File: src/rtl/rarsm_pkg.sv
// ----------------------------------------------------------------------------
// rarsm_pkg
// Shared types and constants for the rotating array range sum / min replace
// block: actions, controller states and the command / status groups.
// ----------------------------------------------------------------------------
package rarsm_pkg;

  localparam int unsigned DIV_STEPS = 32;
  localparam logic [29:0] VALUE_CAP = 30'd999999999;

  typedef enum logic [1:0] {
    ACT_LOAD    = 2'd0,
    ACT_ROTATE  = 2'd1,
    ACT_REPLACE = 2'd2,
    ACT_SUM     = 2'd3
  } action_t;

  typedef enum logic [3:0] {
    S_IDLE,
    S_CHECK,
    S_OINIT,
    S_ODIV,
    S_AINIT,
    S_ADIV,
    S_ROT,
    S_SINIT,
    S_SCAN,
    S_DRAIN,
    S_FIN
  } state_t;

  typedef struct packed {
    logic capture;
    logic div_init_off;
    logic div_init_amt;
    logic div_step;
    logic off_from_rem;
    logic rot_apply;
    logic scan_init;
    logic scan_step;
    logic fin;
  } cmd_t;

  typedef struct packed {
    action_t act;
    logic    range_bad;
    logic    load_bad;
    logic    div_last;
    logic    scan_last;
  } stat_t;

endpackage

File: src/rtl/rarsm_ctrl.sv
// ----------------------------------------------------------------------------
// rarsm_ctrl
// Controller: sequences capture, modulo reduction, rotation, the range scan
// and the final result cycle.
// ----------------------------------------------------------------------------
module rarsm_ctrl
  import rarsm_pkg::*;
(
  input  logic  clk,
  input  logic  rst,
  input  logic  start,
  input  stat_t stat,
  output cmd_t  cmd,
  output logic  busy
);

  state_t state, state_next;

  always_ff @(posedge clk) begin
    if (rst) begin
      state <= S_IDLE;
    end else begin
      state <= state_next;
    end
  end

  always_comb begin
    state_next = state;
    unique case (state)
      S_IDLE:  if (start) state_next = S_CHECK;
      S_CHECK: begin
        if (stat.act == ACT_LOAD) begin
          state_next = S_FIN;
        end else if (stat.act == ACT_ROTATE || !stat.range_bad) begin
          state_next = S_OINIT;
        end else begin
          state_next = S_FIN;
        end
      end
      S_OINIT: state_next = S_ODIV;
      S_ODIV:  if (stat.div_last) begin
        state_next = (stat.act == ACT_ROTATE) ? S_AINIT : S_SINIT;
      end
      S_AINIT: state_next = S_ADIV;
      S_ADIV:  if (stat.div_last) state_next = S_ROT;
      S_ROT:   state_next = S_FIN;
      S_SINIT: state_next = S_SCAN;
      S_SCAN:  if (stat.scan_last) state_next = S_DRAIN;
      S_DRAIN: state_next = S_FIN;
      S_FIN:   state_next = S_IDLE;
      default: state_next = S_IDLE;
    endcase
  end

  always_comb begin
    cmd  = '0;
    busy = 1'b1;
    unique case (state)
      S_IDLE: begin
        busy        = 1'b0;
        cmd.capture = start;
      end
      S_CHECK: ;
      S_OINIT: cmd.div_init_off = 1'b1;
      S_ODIV:  cmd.div_step = 1'b1;
      S_AINIT: begin
        cmd.off_from_rem = 1'b1;
        cmd.div_init_amt = 1'b1;
      end
      S_ADIV:  cmd.div_step = 1'b1;
      S_ROT:   cmd.rot_apply = 1'b1;
      S_SINIT: begin
        cmd.off_from_rem = 1'b1;
        cmd.scan_init    = 1'b1;
      end
      S_SCAN:  cmd.scan_step = 1'b1;
      S_DRAIN: ;
      S_FIN:   cmd.fin = 1'b1;
      default: ;
    endcase
  end

endmodule

File: config.mk
export PLATFORM = sky130hd
export DESIGN_NAME = rarsm_ctrl
export DESIGN_NICKNAME = d
export VERILOG_FILES = /design/src/rtl/rarsm_pkg.sv /design/src/rtl/rarsm_ctrl.sv
export SDC_FILE = /design/constraint.sdc
export NUM_CORES = 1
export LEC_CHECK = 0
export ABC_AREA = 1
export BUFFER_PORTS_ARGS = -buffer_cell sky130_fd_sc_hd__buf_2
export CORE_AREA = 2 2 39 41
export DETAILED_ROUTE_END_ITERATION = 12
export DIE_AREA = 0 0 41 43
export SETUP_SLACK_MARGIN = 0.2
export SLEW_MARGIN = 20
export SYNTH_ARGS = -nofsm -noshare
export SYNTH_HDL_FRONTEND = slang
export SYNTH_SLANG_ARGS = --single-unit
File: constraint.sdc
create_clock -name clk -period 1.7 [get_ports clk]
set_input_delay 0.255 -clock clk [delete_from_list [all_inputs] [get_ports clk]]
set_output_delay 0.255 -clock clk [all_outputs]
set_load 0.05 [all_outputs]
==> results.py <==
metrics = {
    "routing": {
        "ant_nets": 0,
        "dr.max_layer_used": "met3",
        "route.detailed.drc": 0,
        "vias_per_cell": 4.42,
        "wl_met3_um": 31,
        "routedWlPerCell_um": 8.25,
        "first_pass_iters": 3,
        "wl_um": 850,
        "vias": 455,
        "drtIter0Drc": 4,
        "wl_met1_um": 403,
        "wl_met2_um": 415,
    },
    "worst_setup_path": {
        "reg2reg_depth": 7,
        "crit_type": "reg2out",
        "crit_arrival_ns": 1.19,
        "critPathCaptureType": "primary output",
        "crit_top_cell": "nand2_1",
        "ff2ff_setup_slack_ns": 0.61,
        "crit_chain": "inv_2 > nor2_4 > nand2_1 > nand2_1 > buf_4",
        "cp_data_required_time_ns": 1.44,
        "slowest_stage": "dfxtp_2",
        "start_kind": "register",
        "r2r-end": "state[1]",
        "cp_max_fo": 6,
        "max_stage_delay_ns": 0.40,
        "r2r_start": "state[3]",
    },
    "run_status": {
        "status": "completed",
    },
    "synthesis": {
        "synth_common_cells": "nand2_1, inv_1, nand3_1",
        "yosysUniqueCellTypes": 14,
        "synth-async-reset-ratio": 0,
        "synth_top_cell_by_area": "dfxtp_1",
        "yosys-top-cells-area": "dfxtp_1, nand2_1, nand3_1",
        "synth_top_cell_area_share": 0.214,
        "synth.most_common_cell": "nand2_1",
        "synth_ff_type": "dfxtp_1",
        "syn_nets": 77,
        "netlist_area_um2": 374,
        "synth_enable_flop_cells": 0,
        "ys_seq_area_frac": 0.214,
        "ys_warn_count": 0,
        "avgSynthCellArea_um2": 5.50,
        "synth_seq_cells": 4,
        "syn_inst": 68,
    },
    "worst_hold_path": {
        "hold_start": "rst",
        "whs_path_depth": 2,
        "holdPathEnd": "state[2]",
        "hp-class": "in2reg",
    },
    "timing": {
        "period_share": 0.850,
        "rsz0062_at_grt": "true",
        "fmax_mhz": 692,
        "skew_ns": 0.00120,
        "tns_ns": 0,
        "relSlewSlack": 0.836,
        "hold_violations": 0,
        "setup_viol": 0,
        "layout_min_cycle_time_ns": 1.44,
        "drv_slew": 0,
        "worstMarginPinSlew_ns": 0.248,
    },
    "flow_run": {
        "drv_cap": 0,
    },
    "power_and_ir_drop": {
        "swShare": 0.578,
        "p_per_area_nw_per_um2": 1720,
        "leakagePower_nw": 0.329,
        "power.switching_w": 0.000537,
        "clkPwrFrac": 0.122,
        "power.ir.vdd_worst_uv": 566,
        "sequentialPowerShare": 0.213,
        "p_comb_frac": 0.665,
        "p_int_w": 0.000393,
    },
    "clock_network": {
        "cts_buffer_depth": 2,
        "cts_buffers": 3,
        "clk_latency_ns": 0.23,
        "tritoncts": "built",
        "h-tree-depth": 1,
        "clkSinkCount": 4,
        "hold_buffers": 0,
        "clk_pin_slew_ns": 0.04,
        "root_buffer": "clkbuf_4",
    },
    "final_layout": {
        "fillers": 168,
        "syn2layout_area_growth_pct": 44.8,
        "largest_register": "state",
        "fin_nets": 98,
        "final_area_um2": 542,
        "reg_top3": "state (4)",
        "largest_reg_flops": 4,
        "antennaDiodeCount": 0,
        "instances_no_fill": 103,
        "drive_gt1_frac": 0.448,
    },
    "floorplanning": {
        "placementRows": 14,
        "die_area_um2": 1760,
        "fp.dieH_um": 43,
        "fp.dieW_um": 41,
        "io-pin-count": 19,
        "coreArea_um2": 1380,
        "start_util": 0.270,
    },
    "place": {
        "dpl.cell_count": 100,
        "dpl_cell_area_um2": 484,
        "gp_congestion": 0.800,
        "hpwl_um": 727,
        "place.port_buffers": 17,
    },
    "grt": {
        "grt_max_degree": 9,
        "grt_pass1_wl_mm": 1.55,
        "grt_overflow_total": 0,
        "grt_use_total": 0.123,
        "antenna_found_initial": 0,
        "grt_pass1_vias": 409,
    },
}
==> power groups by stage <==
stage | combinational [W] | clock [W] | sequential [W]
4_1_cts | 0.000607 | 0.000117 | 0.000189
3_3_place_gp | 0.000585 | 0 | 0.000182
3_5_place_dp | 0.000593 | 0 | 0.000182
5_1_grt | 0.000689 | 0.000122 | 0.000203
2_1_floorplan | 0.000507 | 0 | 0.000157
6_report | 0.000618 | 0.000113 | 0.000198
==> kinds of logic after synthesis <==
family / count (synthesis) / synth area share
AOI/OAI and AO/OA: 6 / 0.0803
DFF: 4 / 0.214
and+or+nand+nor: 42 / 0.542
buffers and inverters: 16 / 0.164
==> per-layer routing <==
metal,track usage,vias up
li1,-,249
met1,0.161,198
met2,0.191,8
met3,0.0314,0
met4,0.0400,0
met5,0,-
==> placed cells by master (no fill, tap or decap) <==
| master | instances |
|---|---|
| clkbuf_4 | 6 |
| dfxtp_2 | 4 |
| inv_2 | 3 |
| nand3_1 | 10 |
| nor2_2 | 3 |
| o21ai_0 | 2 |
| buf_4 | 5 |
| buf_2 | 9 |
| nand4_1 | 1 |
| nor3_2 | 1 |
| inv_1 | 12 |
| nand2_1 | 15 |
| nor2_1 | 3 |
| nand2_2 | 5 |
| nor2_4 | 3 |
| a21oi_1 | 4 |
| nor3_1 | 1 |
==> layout make-up <==
type	count	area (um2)	share of cell area
clock buffer	3	22.5	0.0416
multi-input combinational	48	253	0.467
tap	16	20.0	0.0370
sequential	4	85.1	0.157
timing repair buffer	17	105	0.194
inverter	15	56.3	0.104
==> worst max-delay path, delay by kind of cell (launching register included) <==
kind                   cells  cell delay, ns
AND/OR/NAND/NOR            3            0.32
flip-flops                 1            0.40
buffers and inverters      2            0.25
==> timing repair <==
item	4_1_cts	5_1_grt
endpoints found under the setup margin	9	8
setup buffers	0	0
resized for setup	7	9
hold endpoints to repair	0	0
==> metrics by stage <==
stage	power (W)	util	setup WS [ns]	hold WS, ns
after global placement	0.000768	0.350	0.363	0.475
after CTS	0.000913	0.378	0.178	0.228
after global routing	0.00101	0.392	0.150	0.232
after detailed placement	0.000775	0.350	0.339	0.472
final	0.000929	0.392	0.255	0.239
after floorplan	0.000664	-	-0.0359	0.324
==> worst max-delay path by stage <==
stage	start	to	slack, ns	depth (start not counted)
after global routing	state[2]	cmd[3]	0.15	5
final	state[2]	cmd[4]	0.26	5
after global placement	state[2]	cmd[8]	0.36	4
after CTS	state[0]	cmd[8]	0.18	4
after detailed placement	state[2]	cmd[8]	0.34	4
after floorplan	state[1]	cmd[8]	-0.04	4
(Power assumes the default switching activity.)
